## config.mk

```make
export PLATFORM = sky130hd
export DESIGN_NAME = gas_sensor_query_fsm
export DESIGN_NICKNAME = d
export VERILOG_FILES = /design/src/design/gsq_pkg.sv /design/src/design/gsq_front.sv /design/src/design/gsq_queue.sv /design/src/design/gsq_back.sv /design/src/design/gas_sensor_query_fsm.sv
export SDC_FILE = /design/constraint.sdc
export NUM_CORES = 1
export LEC_CHECK = 0
export ABC_AREA = 0
export BUFFER_PORTS_ARGS = -buffer_cell sky130_fd_sc_hd__buf_2
export CORE_MARGIN = 10
export CORE_UTILIZATION = 54
export DETAILED_ROUTE_END_ITERATION = 7
export PLACE_DENSITY = 0.76
export SLEW_MARGIN = 20
export SYNTH_ARGS = -nofsm -noshare
export SYNTH_HDL_FRONTEND = slang
export SYNTH_SLANG_ARGS = --single-unit
```

## constraint.sdc

```tcl
create_clock -name clk -period 10.5 [get_ports clk]
set_input_delay 0.525 -clock clk [delete_from_list [all_inputs] [get_ports clk]]
set_output_delay 0.525 -clock clk [all_outputs]
set_load 0.005 [all_outputs]
```

## src/design/gsq_pkg.sv

```systemverilog
// Shared types and constants for the gas sensor query block.
// Used by gsq_front, gsq_queue, gsq_back and gas_sensor_query_fsm.
`timescale 1ns / 1ps
`default_nettype none
package gsq_pkg;

  localparam int FRAME_BYTES = 16;
  localparam int FC_W        = $clog2(FRAME_BYTES + 1);
  localparam int FB_IDX_W    = $clog2(FRAME_BYTES);
  localparam int PARSE_BYTES = 13;

  localparam int Q_DEPTH = 4;
  localparam int Q_PTR_W = $clog2(Q_DEPTH);
  localparam int Q_CNT_W = $clog2(Q_DEPTH + 1);

  localparam int CMD_LEN   = 9;
  localparam int BEAT_W    = $clog2(CMD_LEN);
  localparam int JOB_DATA_W = 48;

  localparam logic [7:0] BYTE_START   = 8'hFF;
  localparam logic [7:0] BYTE_ADDR    = 8'h01;
  localparam logic [7:0] BYTE_READ    = 8'h87;
  localparam logic [7:0] BYTE_SETMODE = 8'h78;
  localparam logic [7:0] BYTE_INFO    = 8'hD1;
  localparam logic [7:0] BYTE_READ_CS = 8'h78;

  localparam logic [7:0] RETRY_RST = 8'd5;
  localparam logic [7:0] LIMIT_RST = 8'd5;
  localparam logic [7:0] MODE_RST  = 8'h41;

  typedef enum logic [2:0] {
    REQ_TICK  = 3'd0,
    REQ_BYTE  = 3'd1,
    REQ_INIT  = 3'd2,
    REQ_ACQ   = 3'd3,
    REQ_QUERY = 3'd4
  } req_t;

  typedef enum logic [1:0] {
    PH_UNINIT = 2'd0,
    PH_IDLE   = 2'd1,
    PH_INFO   = 2'd2,
    PH_ACQ    = 2'd3
  } phase_t;

  typedef enum logic [1:0] {
    CFG_RETRY = 2'd0,
    CFG_LIMIT = 2'd1,
    CFG_MODE  = 2'd2
  } cfg_idx_t;

  typedef enum logic [1:0] {
    KIND_TX     = 2'd0,
    KIND_MEAS   = 2'd1,
    KIND_INFO   = 2'd2,
    KIND_GIVEUP = 2'd3
  } kind_t;

  typedef enum logic [2:0] {
    JOB_INIT   = 3'd0,
    JOB_READ   = 3'd1,
    JOB_QUERY  = 3'd2,
    JOB_MEAS   = 3'd3,
    JOB_SINFO  = 3'd4,
    JOB_GIVEUP = 3'd5
  } job_code_t;

  typedef struct packed {
    job_code_t               code;
    logic [JOB_DATA_W-1:0]   data;
  } job_t;

  typedef struct packed {
    logic full;
    logic empty;
  } q_stat_t;

endpackage
`default_nettype wire

```

## src/design/gsq_front.sv

```systemverilog
// Front end: accepts items, holds phase, tick count, frame store and config.
// Classifies each item and pushes jobs to the queue. Depends on gsq_pkg.
`timescale 1ns / 1ps
`default_nettype none
module gsq_front import gsq_pkg::*; (
  input  wire logic        clk,
  input  wire logic        rst_n,
  input  wire logic        in_valid,
  output logic             in_ready,
  input  wire logic [2:0]  in_req_type,
  input  wire logic [7:0]  in_rx_byte,
  input  wire logic        in_rx_frame_end,
  input  wire logic        cfg_valid,
  input  wire logic [1:0]  cfg_index,
  input  wire logic [7:0]  cfg_data,
  input  wire q_stat_t     q_stat,
  output logic             push,
  output job_t             push_job
);

  phase_t      phase_r, phase_nxt;
  logic [7:0]  tick_r, tick_nxt;
  logic [7:0]  residue_r, residue_nxt;
  logic [FC_W-1:0] fc_r, fc_nxt;
  logic        frdy_r, frdy_nxt;
  logic [7:0]  sum8_r, sum8_nxt;
  logic [7:0]  sum12_r, sum12_nxt;
  logic [7:0]  store_r [FRAME_BYTES];
  logic        wr_en;

  logic [7:0]  retry_r, limit_r, mode_r;

  logic        mod_busy_r;
  logic [2:0]  mod_step_r;
  logic [7:0]  rem_r, rem_new;
  logic [8:0]  rem_t;

  logic        acc;
  logic [7:0]  period;
  logic [7:0]  tick_inc;
  logic [8:0]  res_inc;
  logic [7:0]  res_adv;
  logic [7:0]  fb [PARSE_BYTES];
  logic        good_meas, good_info;

  assign in_ready = !q_stat.full && !mod_busy_r;
  assign acc      = in_valid && in_ready;
  assign period   = (retry_r == 8'd0) ? 8'd1 : retry_r;

  always_comb begin
    rem_t = {rem_r, tick_r[mod_step_r]};
    if (rem_t >= {1'b0, period}) begin
      rem_new = 8'(rem_t - {1'b0, period});
    end else begin
      rem_new = rem_t[7:0];
    end
  end

  always_comb begin
    for (int i = 0; i < PARSE_BYTES; i++) begin
      fb[i] = (fc_r > FC_W'(i)) ? store_r[i] : 8'h00;
    end
  end

  assign good_meas = (fb[0] == BYTE_START) && (fb[1] == BYTE_READ) && (fb[12] == sum12_r);
  assign good_info = (fb[8] == sum8_r);

  assign tick_inc = tick_r + 8'd1;
  assign res_inc  = {1'b0, residue_r} + 9'd1;
  assign res_adv  = (tick_inc == 8'd0 || res_inc == {1'b0, period}) ? 8'd0 : res_inc[7:0];

  always_comb begin
    phase_nxt   = phase_r;
    tick_nxt    = tick_r;
    residue_nxt = residue_r;
    fc_nxt      = fc_r;
    frdy_nxt    = frdy_r;
    sum8_nxt    = sum8_r;
    sum12_nxt   = sum12_r;
    wr_en       = 1'b0;
    push        = 1'b0;
    push_job    = '{code: JOB_GIVEUP, data: '0};
    if (mod_busy_r && mod_step_r == 3'd0) begin
      residue_nxt = rem_new;
    end
    if (acc) begin
      unique case (in_req_type)
        REQ_TICK: begin
          if (phase_r == PH_INFO || phase_r == PH_ACQ) begin
            tick_nxt = tick_inc;
            if (frdy_r) begin
              fc_nxt      = '0;
              frdy_nxt    = 1'b0;
              sum8_nxt    = 8'd0;
              sum12_nxt   = 8'd0;
              residue_nxt = res_adv;
              if (phase_r == PH_ACQ && good_meas) begin
                push     = 1'b1;
                push_job = '{code: JOB_MEAS,
                             data: {fb[6], fb[7], fb[8], fb[9], fb[10], fb[11]}};
              end else if (phase_r == PH_INFO && good_info) begin
                push     = 1'b1;
                push_job = '{code: JOB_SINFO,
                             data: {8'h00, fb[0], fb[1], fb[2], fb[3], fb[7]}};
              end
              if (push) begin
                tick_nxt    = 8'd0;
                residue_nxt = 8'd0;
                phase_nxt   = PH_IDLE;
              end
            end else if (res_adv == 8'd0) begin
              residue_nxt = 8'd0;
              push        = 1'b1;
              push_job    = '{code: (phase_r == PH_ACQ) ? JOB_READ : JOB_QUERY, data: '0};
            end else if (tick_inc > limit_r) begin
              push        = 1'b1;
              push_job    = '{code: JOB_GIVEUP, data: '0};
              tick_nxt    = 8'd0;
              residue_nxt = 8'd0;
              phase_nxt   = PH_IDLE;
            end else begin
              residue_nxt = res_adv;
            end
          end
        end
        REQ_BYTE: begin
          if (!frdy_r) begin
            if (fc_r < FC_W'(FRAME_BYTES)) begin
              wr_en  = 1'b1;
              fc_nxt = fc_r + FC_W'(1);
              if (fc_r < FC_W'(8)) begin
                sum8_nxt = sum8_r + in_rx_byte;
              end
              if (fc_r < FC_W'(12)) begin
                sum12_nxt = sum12_r + in_rx_byte;
              end
            end
            if (in_rx_frame_end) begin
              frdy_nxt = 1'b1;
            end
          end
        end
        REQ_INIT: begin
          if (phase_r == PH_UNINIT) begin
            push      = 1'b1;
            push_job  = '{code: JOB_INIT, data: JOB_DATA_W'(mode_r)};
            phase_nxt = PH_IDLE;
          end
        end
        REQ_ACQ: begin
          if (phase_r == PH_IDLE) begin
            push      = 1'b1;
            push_job  = '{code: JOB_READ, data: '0};
            phase_nxt = PH_ACQ;
          end
        end
        REQ_QUERY: begin
          if (phase_r == PH_IDLE) begin
            push      = 1'b1;
            push_job  = '{code: JOB_QUERY, data: '0};
            phase_nxt = PH_INFO;
          end
        end
        default: begin
        end
      endcase
    end
  end

  always_ff @(posedge clk) begin
    if (!rst_n) begin
      phase_r    <= PH_UNINIT;
      tick_r     <= 8'd0;
      residue_r  <= 8'd0;
      fc_r       <= '0;
      frdy_r     <= 1'b0;
      sum8_r     <= 8'd0;
      sum12_r    <= 8'd0;
      retry_r    <= RETRY_RST;
      limit_r    <= LIMIT_RST;
      mode_r     <= MODE_RST;
      mod_busy_r <= 1'b0;
      mod_step_r <= 3'd0;
      rem_r      <= 8'd0;
    end else begin
      phase_r   <= phase_nxt;
      tick_r    <= tick_nxt;
      residue_r <= residue_nxt;
      fc_r      <= fc_nxt;
      frdy_r    <= frdy_nxt;
      sum8_r    <= sum8_nxt;
      sum12_r   <= sum12_nxt;
      if (cfg_valid && cfg_index == CFG_RETRY) begin
        mod_busy_r <= 1'b1;
        mod_step_r <= 3'd7;
        rem_r      <= 8'd0;
      end else if (mod_busy_r) begin
        rem_r      <= rem_new;
        mod_step_r <= mod_step_r - 3'd1;
        if (mod_step_r == 3'd0) begin
          mod_busy_r <= 1'b0;
        end
      end
      if (cfg_valid) begin
        unique case (cfg_index)
          CFG_RETRY: retry_r <= cfg_data;
          CFG_LIMIT: limit_r <= cfg_data;
          CFG_MODE:  mode_r  <= cfg_data;
          default: begin
          end
        endcase
      end
    end
  end

  always_ff @(posedge clk) begin
    if (wr_en) begin
      store_r[fc_r[FB_IDX_W-1:0]] <= in_rx_byte;
    end
  end

endmodule
`default_nettype wire

```

## src/design/gsq_queue.sv

```systemverilog
// Job queue between front and back ends.
// Small register FIFO of job_t entries. Depends on gsq_pkg.
`timescale 1ns / 1ps
`default_nettype none
module gsq_queue import gsq_pkg::*; (
  input  wire logic  clk,
  input  wire logic  rst_n,
  input  wire logic  push,
  input  wire job_t  push_job,
  input  wire logic  pop,
  output job_t       head,
  output q_stat_t    q_stat
);

  job_t                 mem_r [Q_DEPTH];
  logic [Q_PTR_W-1:0]   wr_ptr_r, rd_ptr_r;
  logic [Q_CNT_W-1:0]   cnt_r;
  logic                 do_push, do_pop;

  assign q_stat.full  = (cnt_r == Q_CNT_W'(Q_DEPTH));
  assign q_stat.empty = (cnt_r == '0);
  assign do_push = push && !q_stat.full;
  assign do_pop  = pop && !q_stat.empty;
  assign head    = mem_r[rd_ptr_r];

  always_ff @(posedge clk) begin
    if (!rst_n) begin
      wr_ptr_r <= '0;
      rd_ptr_r <= '0;
      cnt_r    <= '0;
    end else begin
      if (do_push) begin
        wr_ptr_r <= wr_ptr_r + Q_PTR_W'(1);
      end
      if (do_pop) begin
        rd_ptr_r <= rd_ptr_r + Q_PTR_W'(1);
      end
      if (do_push && !do_pop) begin
        cnt_r <= cnt_r + Q_CNT_W'(1);
      end else if (do_pop && !do_push) begin
        cnt_r <= cnt_r - Q_CNT_W'(1);
      end
    end
  end

  always_ff @(posedge clk) begin
    if (do_push) begin
      mem_r[wr_ptr_r] <= push_job;
    end
  end

endmodule
`default_nettype wire

```

## src/design/gsq_back.sv

```systemverilog
// Back end: expands queued jobs into output beats through an output register.
// Init and read jobs become byte bursts; query and result jobs one beat. Depends on gsq_pkg.
`timescale 1ns / 1ps
`default_nettype none
module gsq_back import gsq_pkg::*; (
  input  wire logic         clk,
  input  wire logic         rst_n,
  input  wire job_t         head,
  input  wire q_stat_t      q_stat,
  output logic              pop,
  output logic              out_valid,
  input  wire logic         out_ready,
  output logic [1:0]        out_kind,
  output logic [7:0]        out_tx_byte,
  output logic              out_tx_last,
  output logic [15:0]       out_concentration,
  output logic signed [15:0] out_temperature_centi,
  output logic [15:0]       out_humidity_centi,
  output logic [7:0]        out_sensor_kind,
  output logic [15:0]       out_full_range,
  output logic [7:0]        out_unit_code,
  output logic [7:0]        out_sign_code
);

  logic              out_valid_r;
  logic [1:0]        kind_r, kind_nxt;
  logic [7:0]        txb_r, txb_nxt;
  logic              txl_r, txl_nxt;
  logic [47:0]       data_r, data_nxt;
  logic [BEAT_W-1:0] beat_r;
  logic [BEAT_W-1:0] last_beat;
  logic              gen;
  logic [7:0]        mode;

  assign gen  = !q_stat.empty && (!out_valid_r || out_ready);
  assign mode = head.data[7:0];

  always_comb begin
    kind_nxt  = KIND_TX;
    txb_nxt   = 8'h00;
    data_nxt  = '0;
    last_beat = '0;
    unique case (head.code)
      JOB_INIT: begin
        last_beat = BEAT_W'(CMD_LEN - 1);
        case (beat_r)
          BEAT_W'(0): txb_nxt = BYTE_START;
          BEAT_W'(1): txb_nxt = BYTE_ADDR;
          BEAT_W'(2): txb_nxt = BYTE_SETMODE;
          BEAT_W'(3): txb_nxt = mode;
          BEAT_W'(8): txb_nxt = BYTE_SETMODE + mode;
          default:    txb_nxt = 8'h00;
        endcase
      end
      JOB_READ: begin
        last_beat = BEAT_W'(CMD_LEN - 1);
        case (beat_r)
          BEAT_W'(0): txb_nxt = BYTE_START;
          BEAT_W'(1): txb_nxt = BYTE_ADDR;
          BEAT_W'(2): txb_nxt = BYTE_READ;
          BEAT_W'(8): txb_nxt = BYTE_READ_CS;
          default:    txb_nxt = 8'h00;
        endcase
      end
      JOB_QUERY: txb_nxt = BYTE_INFO;
      JOB_MEAS: begin
        kind_nxt = KIND_MEAS;
        data_nxt = head.data;
      end
      JOB_SINFO: begin
        kind_nxt = KIND_INFO;
        data_nxt = head.data;
      end
      JOB_GIVEUP: kind_nxt = KIND_GIVEUP;
      default: kind_nxt = KIND_GIVEUP;
    endcase
    txl_nxt = (kind_nxt == KIND_TX) && (beat_r == last_beat);
  end

  assign pop = gen && (beat_r == last_beat);

  always_ff @(posedge clk) begin
    if (!rst_n) begin
      out_valid_r <= 1'b0;
      beat_r      <= '0;
    end else begin
      if (gen) begin
        out_valid_r <= 1'b1;
        beat_r      <= (beat_r == last_beat) ? '0 : beat_r + BEAT_W'(1);
      end else if (out_ready) begin
        out_valid_r <= 1'b0;
      end
    end
  end

  always_ff @(posedge clk) begin
    if (gen) begin
      kind_r <= kind_nxt;
      txb_r  <= txb_nxt;
      txl_r  <= txl_nxt;
      data_r <= data_nxt;
    end
  end

  assign out_valid             = out_valid_r;
  assign out_kind              = kind_r;
  assign out_tx_byte           = txb_r;
  assign out_tx_last           = txl_r;
  assign out_concentration     = (kind_r == KIND_MEAS) ? data_r[47:32] : 16'h0000;
  assign out_temperature_centi = (kind_r == KIND_MEAS) ? $signed(data_r[31:16]) : 16'sh0000;
  assign out_humidity_centi    = (kind_r == KIND_MEAS) ? data_r[15:0] : 16'h0000;
  assign out_sensor_kind       = (kind_r == KIND_INFO) ? data_r[39:32] : 8'h00;
  assign out_full_range        = (kind_r == KIND_INFO) ? data_r[31:16] : 16'h0000;
  assign out_unit_code         = (kind_r == KIND_INFO) ? data_r[15:8] : 8'h00;
  assign out_sign_code         = (kind_r == KIND_INFO) ? data_r[7:0] : 8'h00;

endmodule
`default_nettype wire

```

## src/design/gas_sensor_query_fsm.sv

```systemverilog
// Gas sensor query block: 1 item per cycle accepted while the 4-entry job queue
// has room and no retry_period write is being handled (serial residue update).
// A result passes the job queue and the output register before it shows on
// out_valid. The back end emits 1 beat per cycle while out_ready allows it.
// Synchronous active-low reset clears phase, counters, queue and out_valid;
// frame store contents are not cleared. Depends on gsq_pkg, gsq_front/queue/back.
`timescale 1ns / 1ps
`default_nettype none
module gas_sensor_query_fsm import gsq_pkg::*; (
  input  wire logic         clk,
  input  wire logic         rst_n,
  input  wire logic         in_valid,
  output logic              in_ready,
  input  wire logic [2:0]   in_req_type,
  input  wire logic [7:0]   in_rx_byte,
  input  wire logic         in_rx_frame_end,
  output logic              out_valid,
  input  wire logic         out_ready,
  output logic [1:0]        out_kind,
  output logic [7:0]        out_tx_byte,
  output logic              out_tx_last,
  output logic [15:0]       out_concentration,
  output logic signed [15:0] out_temperature_centi,
  output logic [15:0]       out_humidity_centi,
  output logic [7:0]        out_sensor_kind,
  output logic [15:0]       out_full_range,
  output logic [7:0]        out_unit_code,
  output logic [7:0]        out_sign_code,
  input  wire logic         cfg_valid,
  output logic              cfg_ready,
  input  wire logic [1:0]   cfg_index,
  input  wire logic [7:0]   cfg_data
);

  q_stat_t q_stat;
  logic    q_push, q_pop;
  job_t    push_job, head;

  assign cfg_ready = 1'b1;

  gsq_front u_front (
    .clk             (clk),
    .rst_n           (rst_n),
    .in_valid        (in_valid),
    .in_ready        (in_ready),
    .in_req_type     (in_req_type),
    .in_rx_byte      (in_rx_byte),
    .in_rx_frame_end (in_rx_frame_end),
    .cfg_valid       (cfg_valid),
    .cfg_index       (cfg_index),
    .cfg_data        (cfg_data),
    .q_stat          (q_stat),
    .push            (q_push),
    .push_job        (push_job)
  );

  gsq_queue u_queue (
    .clk      (clk),
    .rst_n    (rst_n),
    .push     (q_push),
    .push_job (push_job),
    .pop      (q_pop),
    .head     (head),
    .q_stat   (q_stat)
  );

  gsq_back u_back (
    .clk                   (clk),
    .rst_n                 (rst_n),
    .head                  (head),
    .q_stat                (q_stat),
    .pop                   (q_pop),
    .out_valid             (out_valid),
    .out_ready             (out_ready),
    .out_kind              (out_kind),
    .out_tx_byte           (out_tx_byte),
    .out_tx_last           (out_tx_last),
    .out_concentration     (out_concentration),
    .out_temperature_centi (out_temperature_centi),
    .out_humidity_centi    (out_humidity_centi),
    .out_sensor_kind       (out_sensor_kind),
    .out_full_range        (out_full_range),
    .out_unit_code         (out_unit_code),
    .out_sign_code         (out_sign_code)
  );

  a_no_overflow: assert property (@(posedge clk) disable iff (!rst_n)
    q_push |-> !q_stat.full)
    else $error("job pushed into full queue");

  a_no_underflow: assert property (@(posedge clk) disable iff (!rst_n)
    q_pop |-> !q_stat.empty)
    else $error("job popped from empty queue");

  a_reset_quiet: assert property (@(posedge clk)
    !rst_n |=> !out_valid)
    else $error("out_valid high after reset");

  a_beat_needs_job: assert property (@(posedge clk) disable iff (!rst_n)
    q_stat.empty && !out_valid |=> !out_valid)
    else $error("beat produced without a queued job");

endmodule
`default_nettype wire

```

; Yosys cells after proc, flatten, opt, wreduce, memory -nomap -nowiden
; Memory sizes are Yosys's and may differ from the RTL's. A register that Yosys moved wholly into a read port is not among the register bits.
; Cells that the tools add are included.
; W data, S select, Z words.
[classes]
n_addsub = 13
n_lt_le_gt_ge = 17
n_reduce_logical = 54
mux = 113
n_bitwise = 1
n_eq_ne = 38
[ops]
columns = cell, count
row1 = $mux W51, 8
row2 = $mux W8, 37
row3 = $pmux W51 S4, 1
row4 = $mux W16, 4
row5 = $mux W49, 1
row6 = $pmux W8 S5, 1
row7 = $pmux W8 S2, 2
row8 = $pmux W8 S4, 1
row9 = $mux W1, 30
row10 = $gt A5 B4 Y1 const B, 5
row11 = $logic_not A8 Y1, 3
row12 = $pmux W8 S3, 1
row13 = $mux W2, 11
row14 = $mux W5, 4
row15 = $add A8 B8 Y8, 2
row16 = $eq A8 B8 Y1, 2
row17 = $eq A8 B8 Y1 const B, 2
row18 = $ne A2 B1 Y1 const B, 8
row19 = $logic_and A1 B1 Y1, 15
row20 = $reduce_and A7 Y1, 2
row21 = $eq A3 B2 Y1 const B, 4
row22 = $logic_not A3 Y1, 4
row23 = $mux W3, 4
row24 = $gt A5 B1 Y1 const B, 2
row25 = 49 further kinds, 82
[totals]
ff_bits = 147
input_bits = 27
mem_bits_rw = 332
word_cells = 260
mem_count = 2
out_inout_bits = 102
[mem_list]
columns = name, words, width, rd, rd_ports_with_merged_regs, write_ports, line_no
row1 = u_queue.mem_r, 4, 51, 1, 1, 1, gsq_queue.sv:15  ; job_t mem_r [Q_DEPTH];
row2 = u_front.store_r, 16, 8, 11, 0, 1, gsq_front.sv:28  ; logic [7:0] store_r [FRAME_BYTES];

; Logic depth before layout (Yosys ltp)
; Gate-level depths: netlist (run 1).
[logic_depth]
ltp_word = 20
depth_mapped = 18
depth_no_buf = 18

; Modules after synthesis
; Synthesis (run 1) repeated with hierarchy kept, for this count alone.
[hier_totals]
hier_cells = 1602
area_unflattened_um2 = 20607.3
[by_module_without_submodules]
columns = mod, cells_per_inst, area_per_inst_um2, seq_area_each_um2, instances
row1 = gsq_front, 963, 9202.6, 4164.0, 1
row2 = gsq_queue, 315, 7907.6, 6306.0, 1
row3 = gsq_back, 322, 3485.8, 1871.8, 1
row4 = gas_sensor_query_fsm, 2, 11.3, 0.0, 1

; Least setup slack after synthesis (run 1)
; No wires, ideal clock.
[synth_path]
path_type = input port to flip-flop
start = input out_ready
end = register u_queue.cnt_r[2]
required_time_ps = 10429
setup_slack_ps = 4915
n_path_buf = 0
arrival_ps = 5514
path_stages = 9
cell_sequence = inv_1 a21oi_1 nand3_1 ha_1 inv_1 fa_1 xor2_1 or3_1 a21oi_1
[synth_via]
elab_chain_cells = 7
word_cells_on_any_way = 9
cone_classes = mux (1) / reduce/logical (8)
[synth_lines]
columns = element, line_no
row1 = start: declaration, gas_sensor_query_fsm.sv:18  ; input wire logic out_ready,
row2 = $logic_or A1 B1 Y1 (*), gsq_back.sv:35  ; assign gen = !q_stat.empty && (!out_valid_r || out_ready);
row3 = $logic_and A1 B1 Y1 (*), gsq_back.sv:35
row4 = via u_back.gen, gsq_back.sv:32  ; logic gen;
row5 = $logic_and A1 B1 Y1 (*), gsq_back.sv:80  ; assign pop = gen && (beat_r == last_beat);
row6 = $logic_and A1 B1 Y1 (*), gsq_queue.sv:23  ; assign do_pop = pop && !q_stat.empty;
row7 = $logic_not A1 Y1, gsq_queue.sv:38  ; if (do_push && !do_pop) begin
row8 = $logic_and A1 B1 Y1, gsq_queue.sv:38
row9 = $mux W3 or $reduce_bool A2 Y1 (tied branches), n/a
row10 = end signal: assignment, gsq_queue.sv:39  ; cnt_r <= cnt_r + Q_CNT_W'(1);
row11 = end signal: assignment, gsq_queue.sv:41  ; cnt_r <= cnt_r - Q_CNT_W'(1);
row12 = end: declaration, gsq_queue.sv:17  ; logic [Q_CNT_W-1:0] cnt_r;
; Mark *: on every way through the listed nets, which the timed path passes. The rest lies on a longest branch.
; A chain may end at the register's enable or synchronous reset.

; Final worst setup path (run 1)
[layout_path]
start = register u_front.tick_r[0]
end = register u_queue.cnt_r[2]
[layout_via]
elab_chain_cells = 14
word_cells_on_any_way = 18
cone_classes = add/sub (1) / order compare (1) / mux (8) / reduce/logical (8)
[layout_lines]
columns = element, line_no
row1 = start: declaration, gsq_front.sv:22  ; logic [7:0] tick_r, tick_nxt;
row2 = start signal: assignment, gsq_front.sv:187  ; tick_r <= tick_nxt;
row3 = $add A8 B1 Y8 (*), gsq_front.sv:68  ; assign tick_inc = tick_r + 8'd1;
row4 = branches (longest 4 deep; another with $gt A8 B8 Y1), n/a
row5 = $mux W1 (*), gsq_front.sv:111  ; end else if (res_adv == 8'd0) begin
row6 = $mux W1 (*), gsq_front.sv:91  ; if (frdy_r) begin
row7 = $mux W1 (*), gsq_front.sv:89  ; if (phase_r == PH_INFO || phase_r == PH_ACQ) begin
row8 = $pmux W1 S3 (*), gsq_front.sv:87  ; unique case (in_req_type)
row9 = $mux W1 (*), gsq_front.sv:86  ; if (acc) begin
row10 = $logic_and A1 B1 Y1 (*), gsq_queue.sv:22  ; assign do_push = push && !q_stat.full;
row11 = via u_queue.do_push, gsq_queue.sv:18  ; logic do_push, do_pop;
row12 = $logic_not A1 Y1, gsq_queue.sv:40  ; end else if (do_pop && !do_push) begin
row13 = $logic_and A1 B1 Y1, gsq_queue.sv:40
row14 = $reduce_bool A2 Y1 (no source line), n/a
; Mark *: on every way through the listed nets, which the timed path passes.

==> impl_metrics.tcl, run 1 <==
set metrics [dict create \
    final_util 0.6184 \
    min_period_ns 3.991 \
    ys_seq_area_frac 0.6113 \
    dieWidth_um 213.4 \
    routedWlPerCell_um 20.35 \
    grt_pass1_wl_mm 69.03 \
    arrival_ns 4.48 \
    crit_required_ns 10.99 \
    crit-reg2reg-launch "u_front.tick_r[0]" \
    pwr_density_cell_nw_per_um2 202.1 \
    slew_headroom 0.3377 \
    p_leak_nw 8.066 \
    end_kind "flip-flop" \
    synth_warnings 0 \
    drt_iter0_markers 931 \
    fin_cells 2161 \
    ios 129 \
    clk_pin_slew_ns 0.06 \
    reg2reg_to "u_queue.cnt_r[2]" \
    die_y_um 213.4 \
    hold_start "cfg_data[6]" \
    synth_enable_flop_cells 351 \
    ys_ff_latch 441 \
    drt_first_pass_iters 6 \
    synth_cell_types 82 \
    hold_buffers 0 \
    place_hpwl_mm 28.77 \
    cts_buffers 45 \
    fmax_mhz 250.6 \
    clk_path_buf_depth 3 \
    vias 12766 \
    routed_wl_mm 43.98 \
    async_reset_ff_frac 0 \
    min_to "u_front.mode_r[6]" \
    drv_slew 0 \
    largest_register_ffs 204 \
    cp_max_fo 8 \
    grt_usage 0.1919 \
    fin_ws_ns 6.509 \
    setup-violations-final 0 \
    clock_skew_ns 0.02382 \
    ir_drop_uv 123.1 \
    status "finished clean" \
    grt_max_degree 66 \
    tns_ns 0 \
    cts_sinks 441 \
    grt_pass1_vias 12616 \
    die_area_um2 45520 \
    antenna_found_initial 4 \
    clock_latency_ns 0.57 \
    num-nets-final 1738 \
    place_congestion 0.8958 \
    gr-total-overflow 0 \
    dp_cells 2080 \
    hp-class "in -> reg" \
    critical_path_class "reg -> reg" \
    r2r_setup_slack_ns 6.51 \
    hold_slack_ns 0.2312 \
    startpoint_type "flip-flop" \
    min_period_over_period 0.3801 \
    ant_nets 0 \
    regMostFlops "u_queue.mem_r" \
    io_buffers 127 \
    syn2layout_area_growth_pct 12.67 \
    cts_root_buf "clkbuf_16" \
    rows 70 \
    synth_nets 1628 \
    reg2regPathDepth 19 \
    post_cts_buffers 0 \
    start_util 0.5488 \
    syn_avg_cell_area_um2 13.03 \
    hold_violations 0 \
    rsz0062_at_grt "false" \
    syn_area_um2 20190 \
    drv_cap 0 \
    viasPerCell 5.907 \
    drc 0 \
    cts_tree "built" \
    coreArea_um2 36790 \
    netlist_instances 1549 \
    cts_resized 0 \
    final_layout_size_suffix_gt1_frac 0.1696 \
    dp_slack_ns 6.553 \
    min_path_cells 3 \
    tightestPinTransition_ns 0.9935 \
    h-tree-depth 2 \
    yosys_most_used_dff "edfxtp_1" \
]
-- how the worst max path moves through the flow --
stage | startpoint | end | cells after the start
5_1_grt | u_front.tick_r[0] | u_queue.cnt_r[2] | 19
2_1_floorplan | out_ready | u_queue.cnt_r[2] | 9
3_3_place_gp | flip-flop | u_queue.cnt_r[2] | 11
6_report | u_front.tick_r[0] | u_queue.cnt_r[2] | 19
4_1_cts | u_front.tick_r[0] | u_queue.cnt_r[2] | 19
3_5_place_dp | flip-flop | u_queue.cnt_r[2] | 11
-- area by class of cell --
class	count	area, um^2
fill	2753	14040
sequential	441	12350
multi-input combinational	982	7421
clock buffer	50	1145
timing repair buffer	145	770.7
tap	468	585.6
clock inverter	30	310.3
inverter	44	165.2
antenna	1	2.502
-- stage by stage --
step           total power, mW  instance area (um^2)
5_1_grt                  4.805                 22740
3_3_place_gp             3.053                 21280
2_1_floorplan            2.764                 20190
6_report                 4.597                 22750
4_1_cts                  4.644                 22740
3_5_place_dp             3.081                 21280
-- cell usage after synthesis (all sizes together) (5+ instances only) --
library cell	n	area (um^2)
inv	44	165.2
mux2i	28	280.3
nand4	18	112.6
and3	13	81.33
a32oi	16	140.1
xor2	26	227.7
a211oi	5	37.54
dfxtp	90	1802
o22ai	6	37.54
or4	5	41.29
nor3	21	105.1
edfxtp	351	10540
o21ai	42	210.2
xnor2	26	227.7
nand2	91	341.6
a21oi	43	219.0
a22oi	25	187.7
a21o	13	97.59
nor2b	78	488.0
nor3b	8	60.06
a32o	5	50.05
or2	5	31.28
nand2b	11	68.82
a21boi	27	214.0
o21a	9	67.56
nand3b	9	67.56
clkbuf	70	262.8
nor4	7	65.06
o211ai	7	52.55
nand4b	6	52.55
buf	12	62.56
nand3	41	205.2
mux4	53	1194
nor2	106	397.9
ha	48	600.6
a31oi	6	37.54
and2	116	725.7
-- layer usage --
metal  wire [um]  vias up  track usage
met5          43        -            0
li1            -     5993            -
met4        1071        6      0.06111
met3        2910       71      0.03373
met2       21790      436       0.3242
met1       18160     6260       0.2478
-- critical path, cell delays in order (launching register included) --
cell	delay (ns)
dfxtp_1	0.43
and2_0	0.31
and2_1	0.26
nand3_1	0.11
xnor2_1	0.18
ha_1	0.34
nand4_1	0.12
nand2b_1	0.16
o22ai_1	0.16
nor2_1	0.06
nand4_1	0.11
a21oi_1	0.09
buf_4	0.19
inv_1	0.07
ha_1	0.18
inv_1	0.07
fa_1	0.43
xor2_1	0.18
or3_1	0.30
a21oi_1	0.14
-- cell usage in the layout, fill, tap and decap left out, types with 18 or more instances in the layout --
| cell type | count |
|---|---|
| nor2b_1 | 72 |
| inv_1 | 44 |
| xor2_1 | 26 |
| clkbuf_16 | 45 |
| and2_1 | 114 |
| nand4_1 | 18 |
| a22oi_1 | 25 |
| buf_2 | 127 |
| o21ai_0 | 41 |
| buf_4 | 18 |
| nand3_1 | 41 |
| xnor2_1 | 26 |
| a21oi_1 | 40 |
| nand2_1 | 91 |
| ha_1 | 48 |
| nor2_1 | 105 |
| dfxtp_1 | 88 |
| edfxtp_1 | 351 |
| nor3_1 | 21 |
| mux4_2 | 53 |
| mux2i_1 | 28 |
| a21boi_0 | 22 |
-- logic make-up (layout without fill, tap and decap cells) --
group / Yosys count / in the layout / synth area share
adders and majority gates: 52 / 52 / 0.03372
AOI/OAI and AO/OA: 243 / 243 / 0.08603
DFF: 441 / 441 / 0.6113
and+or+nand+nor: 550 / 550 / 0.1472
buffers and inverters: 126 / 269 / 0.02429
xor gates and xnor gates: 52 / 52 / 0.02256
muxes: 84 / 84 / 0.07468
other: 1 / 2 / 0.0001858
-- where the power goes --
group	switching (mW)	total, mW	internal, mW
Combinational	0.478	0.863	0.385
Sequential	0.0749	2.17	2.10
Clock	0.668	1.56	0.892
Total	1.22	4.60	3.38
No activity file was read; power rests on OpenSTA's default activity.
==> run 2: changes to the inputs <==
--- a/config.mk
+++ b/config.mk
@@ -5,7 +5,7 @@
 export SDC_FILE = /design/constraint.sdc
 export NUM_CORES = 1
 export LEC_CHECK = 0
-export ABC_AREA = 0
+export ABC_AREA = 1
 export BUFFER_PORTS_ARGS = -buffer_cell sky130_fd_sc_hd__buf_2
 export CORE_MARGIN = 10
 export CORE_UTILIZATION = 54
==> constraint.sdc (replaced) <==
create_clock -name clk -period 3.68 [get_ports clk]
set_input_delay 0.184 -clock clk [delete_from_list [all_inputs] [get_ports clk]]
set_output_delay 0.184 -clock clk [all_outputs]
set_load 0.005 [all_outputs]
==> impl_metrics.tcl, run 2 <==
set metrics [dict create \
    status "finished clean" \
    top_usage_layer "met2" \
    die_area_um2 45470 \
    crit_start "u_front.mod_step_r[0]" \
    drt_first_pass_iters 5 \
    synth_top_area_frac 0.5227 \
    clock_latency_ns 0.57 \
    synth_nets 2157 \
    h-tree-depth 2 \
    multiInputGateArea_um2 6719 \
    cts_tree "built" \
    drv_cap 0 \
    fin_cells 2718 \
    place_hpwl_mm 32.15 \
    crit-reg2reg-launch "u_front.mod_step_r[0]" \
    ys_seq_area_frac 0.6121 \
    syn2layout_area_growth_pct 14.18 \
    vias 15061 \
    synth_enable_flop_cells 351 \
    grt_pass1_wl_mm 75.18 \
    grt_max_degree 95 \
    worst_path_max_delay_cell "dfxtp_1" \
    start_util 0.5495 \
    regMostFlops "u_queue.mem_r" \
    routedWlPerCell_um 17.77 \
    rows 70 \
    syn_avg_cell_area_um2 9.704 \
    cpMostUsedCell "o21ai_0" \
    fill_cells 2905 \
    pwr_density_cell_nw_per_um2 572.7 \
    cts_sinks 441 \
    fmax_mhz 287.4 \
    ir_drop_uv 360.2 \
    drv_slew 0 \
    cp_max_fo 14 \
    hp-class "in -> reg" \
    num-nets-final 2295 \
    viasPerCell 5.541 \
    clock_skew_ns 0.01894 \
    slew_headroom 0.3128 \
    place_congestion 0.9321 \
    syn_area_um2 20160 \
    arrival_ns 3.90 \
    synth_warnings 0 \
    drc 0 \
    io_buffers 127 \
    crit_required_ns 4.11 \
    routed_wl_mm 48.30 \
    grtUsageMet2 0.3483 \
    synth.top_cells.by_count "371 x nor2_1, 351 x edfxtp_1, 285 x nand2_1" \
    final_layout_size_suffix_gt1_frac 0.1236 \
    clk_pin_slew_ns 0.06 \
    seqCellArea_um2 12350 \
    dp_cells 2626 \
    synthTopCellsByArea "edfxtp_1 52%, dfxtp_1 8.9%, nor2_1 6.9%, nand2_1 5.3%, a21oi_1 4.5%" \
    mostFrequentLayoutCell "nor2_1" \
    yosys.area.top_type "edfxtp_1" \
    grt_pass1_vias 14364 \
    antenna_found_initial 2 \
    coreArea_um2 36700 \
    final_cell_mix "364 x nor2_1, 351 x edfxtp_1, 285 x nand2_1" \
    tns_ns 0 \
    use_met3 0.04106 \
    cts_root_buf "clkbuf_16" \
    drt_iter0_markers 1195 \
    met1_usage 0.2696 \
    p_leak_nw 9.289 \
    cts_buffers 44 \
    gr-total-overflow 0 \
    setup-violations-final 0 \
    yosys_most_used_dff "edfxtp_1" \
    clk_path_buf_depth 3 \
    critical_path_class "reg -> reg" \
    tightestPinTransition_ns 1.031 \
    netlist_instances 2078 \
    end_kind "flip-flop" \
    ys_ff_latch 441 \
    startpoint_type "flip-flop" \
    dieWidth_um 213.2 \
    synth_cell_types 50 \
    min_period_ns 3.479 \
    largest_register_ffs 204 \
    ant_nets 0 \
    yosysMostFrequentCell "nor2_1" \
    worstPathCellList "inv_1 -> a21oi_1 -> o21ai_0 -> nand3_1 -> nand2_1 -> ha_1 -> o21ai_0 -> a21oi_1 -> o21bai_1 -> a21oi_1 -> o21ai_0 -> nand2_1 -> nand2_1 -> o21ai_0 -> o21ai_0 -> a21oi_1" \
    ios 129 \
    async_reset_ff_frac 0 \
    hold_violations 0 \
    die_y_um 213.2 \
    grt_usage 0.2095 \
    hold_start "cfg_index[0]" \
    cpPeakStageDelay_ns 0.44 \
    min_period_over_period 0.9454 \
]
## run 2: changes by cell type in the layout (fill, tap and decap cells not counted), sizes merged, moves of 115 or more
cell,before,now
a21oi,43,181
nand2,91,290
inv,47,234
o21ai,42,179
and2,116,1
nor2,106,378
## run 2: report_power, final
| part | internal [mW] | switching (mW) |
|---|---|---|
| clock network | 2.62 | 1.87 |
| logic | 0.853 | 1.78 |
| registers | 5.90 | 0.157 |
## run 2: per-stage QoR
stage          setup slack [ns]  area, um^2  total power, mW    util  hold WS [ns]
2_1_floorplan           -0.1593       20190            7.793       -        0.2829
3_5_place_dp            0.07400       21410            8.798  0.5834        0.4556
4_1_cts                 0.06293       22970            13.28  0.6259      0.008479
6_report                 0.2009       23020            13.18  0.6274       0.04169
5_1_grt               -0.006095       23020            13.84  0.6273       0.05115
3_3_place_gp             0.1902       21410            8.719  0.5834        0.4422
## run 2: critical path, delay by kind of cell, from the launching register on
| family | cells | cell delay, ns |
|---|---|---|
| AOI/OAI and AO/OA | 10 | 1.88 |
| and+or+nand+nor | 4 | 0.63 |
| DFF | 1 | 0.44 |
| adders and majority gates | 1 | 0.23 |
| buffers and inverters | 1 | 0.16 |
## run 2: path summary, 6_finish.rpt
path,end,slack [ns],depth (start not counted)
worst min register to register,u_front.limit_r[5],0.46,2
worst max register to register,u_front.residue_r[6],0.20,16
worst min-delay path,u_front.retry_r[2],0.04,3
worst max-delay path,u_front.residue_r[6],0.20,16
## run 2: logic make-up after synthesis
| logic type | count (synthesis) | synth area share |
|---|---|---|
| AOI/OAI and AO/OA | 406 | 0.1088 |
| xor gates and xnor gates | 27 | 0.01210 |
| adders and majority gates | 52 | 0.03376 |
| buffers and inverters | 311 | 0.05864 |
| DFF | 441 | 0.6121 |
| other | 1 | 0.0001860 |
| and+or+nand+nor | 840 | 0.1745 |
## run 2: final cells by class
class	instances	area share
Antenna cell	1	0.0001087
Clock buffer	52	0.05043
Clock inverter	27	0.01261
Inverter	236	0.03853
Multi-Input combinational cell	1326	0.2918
Sequential cell	441	0.5365
Tap cell	468	0.02543
Timing Repair Buffer	167	0.04456
## run 2: timing repair
item                                    4_1_cts  5_1_grt
gates resized for setup                       0       16
endpoints found under the setup margin        0        2
hold endpoints to repair                     23        0
setup buffers                                 0        1
hold buffers                                 11        0
## run 2: metal layers
metal | part of all wire | routed length (um)
met5 | 0.00056 | 27
met4 | 0.026 | 1278
met3 | 0.089 | 4313
met2 | 0.47 | 22740
met1 | 0.41 | 19940
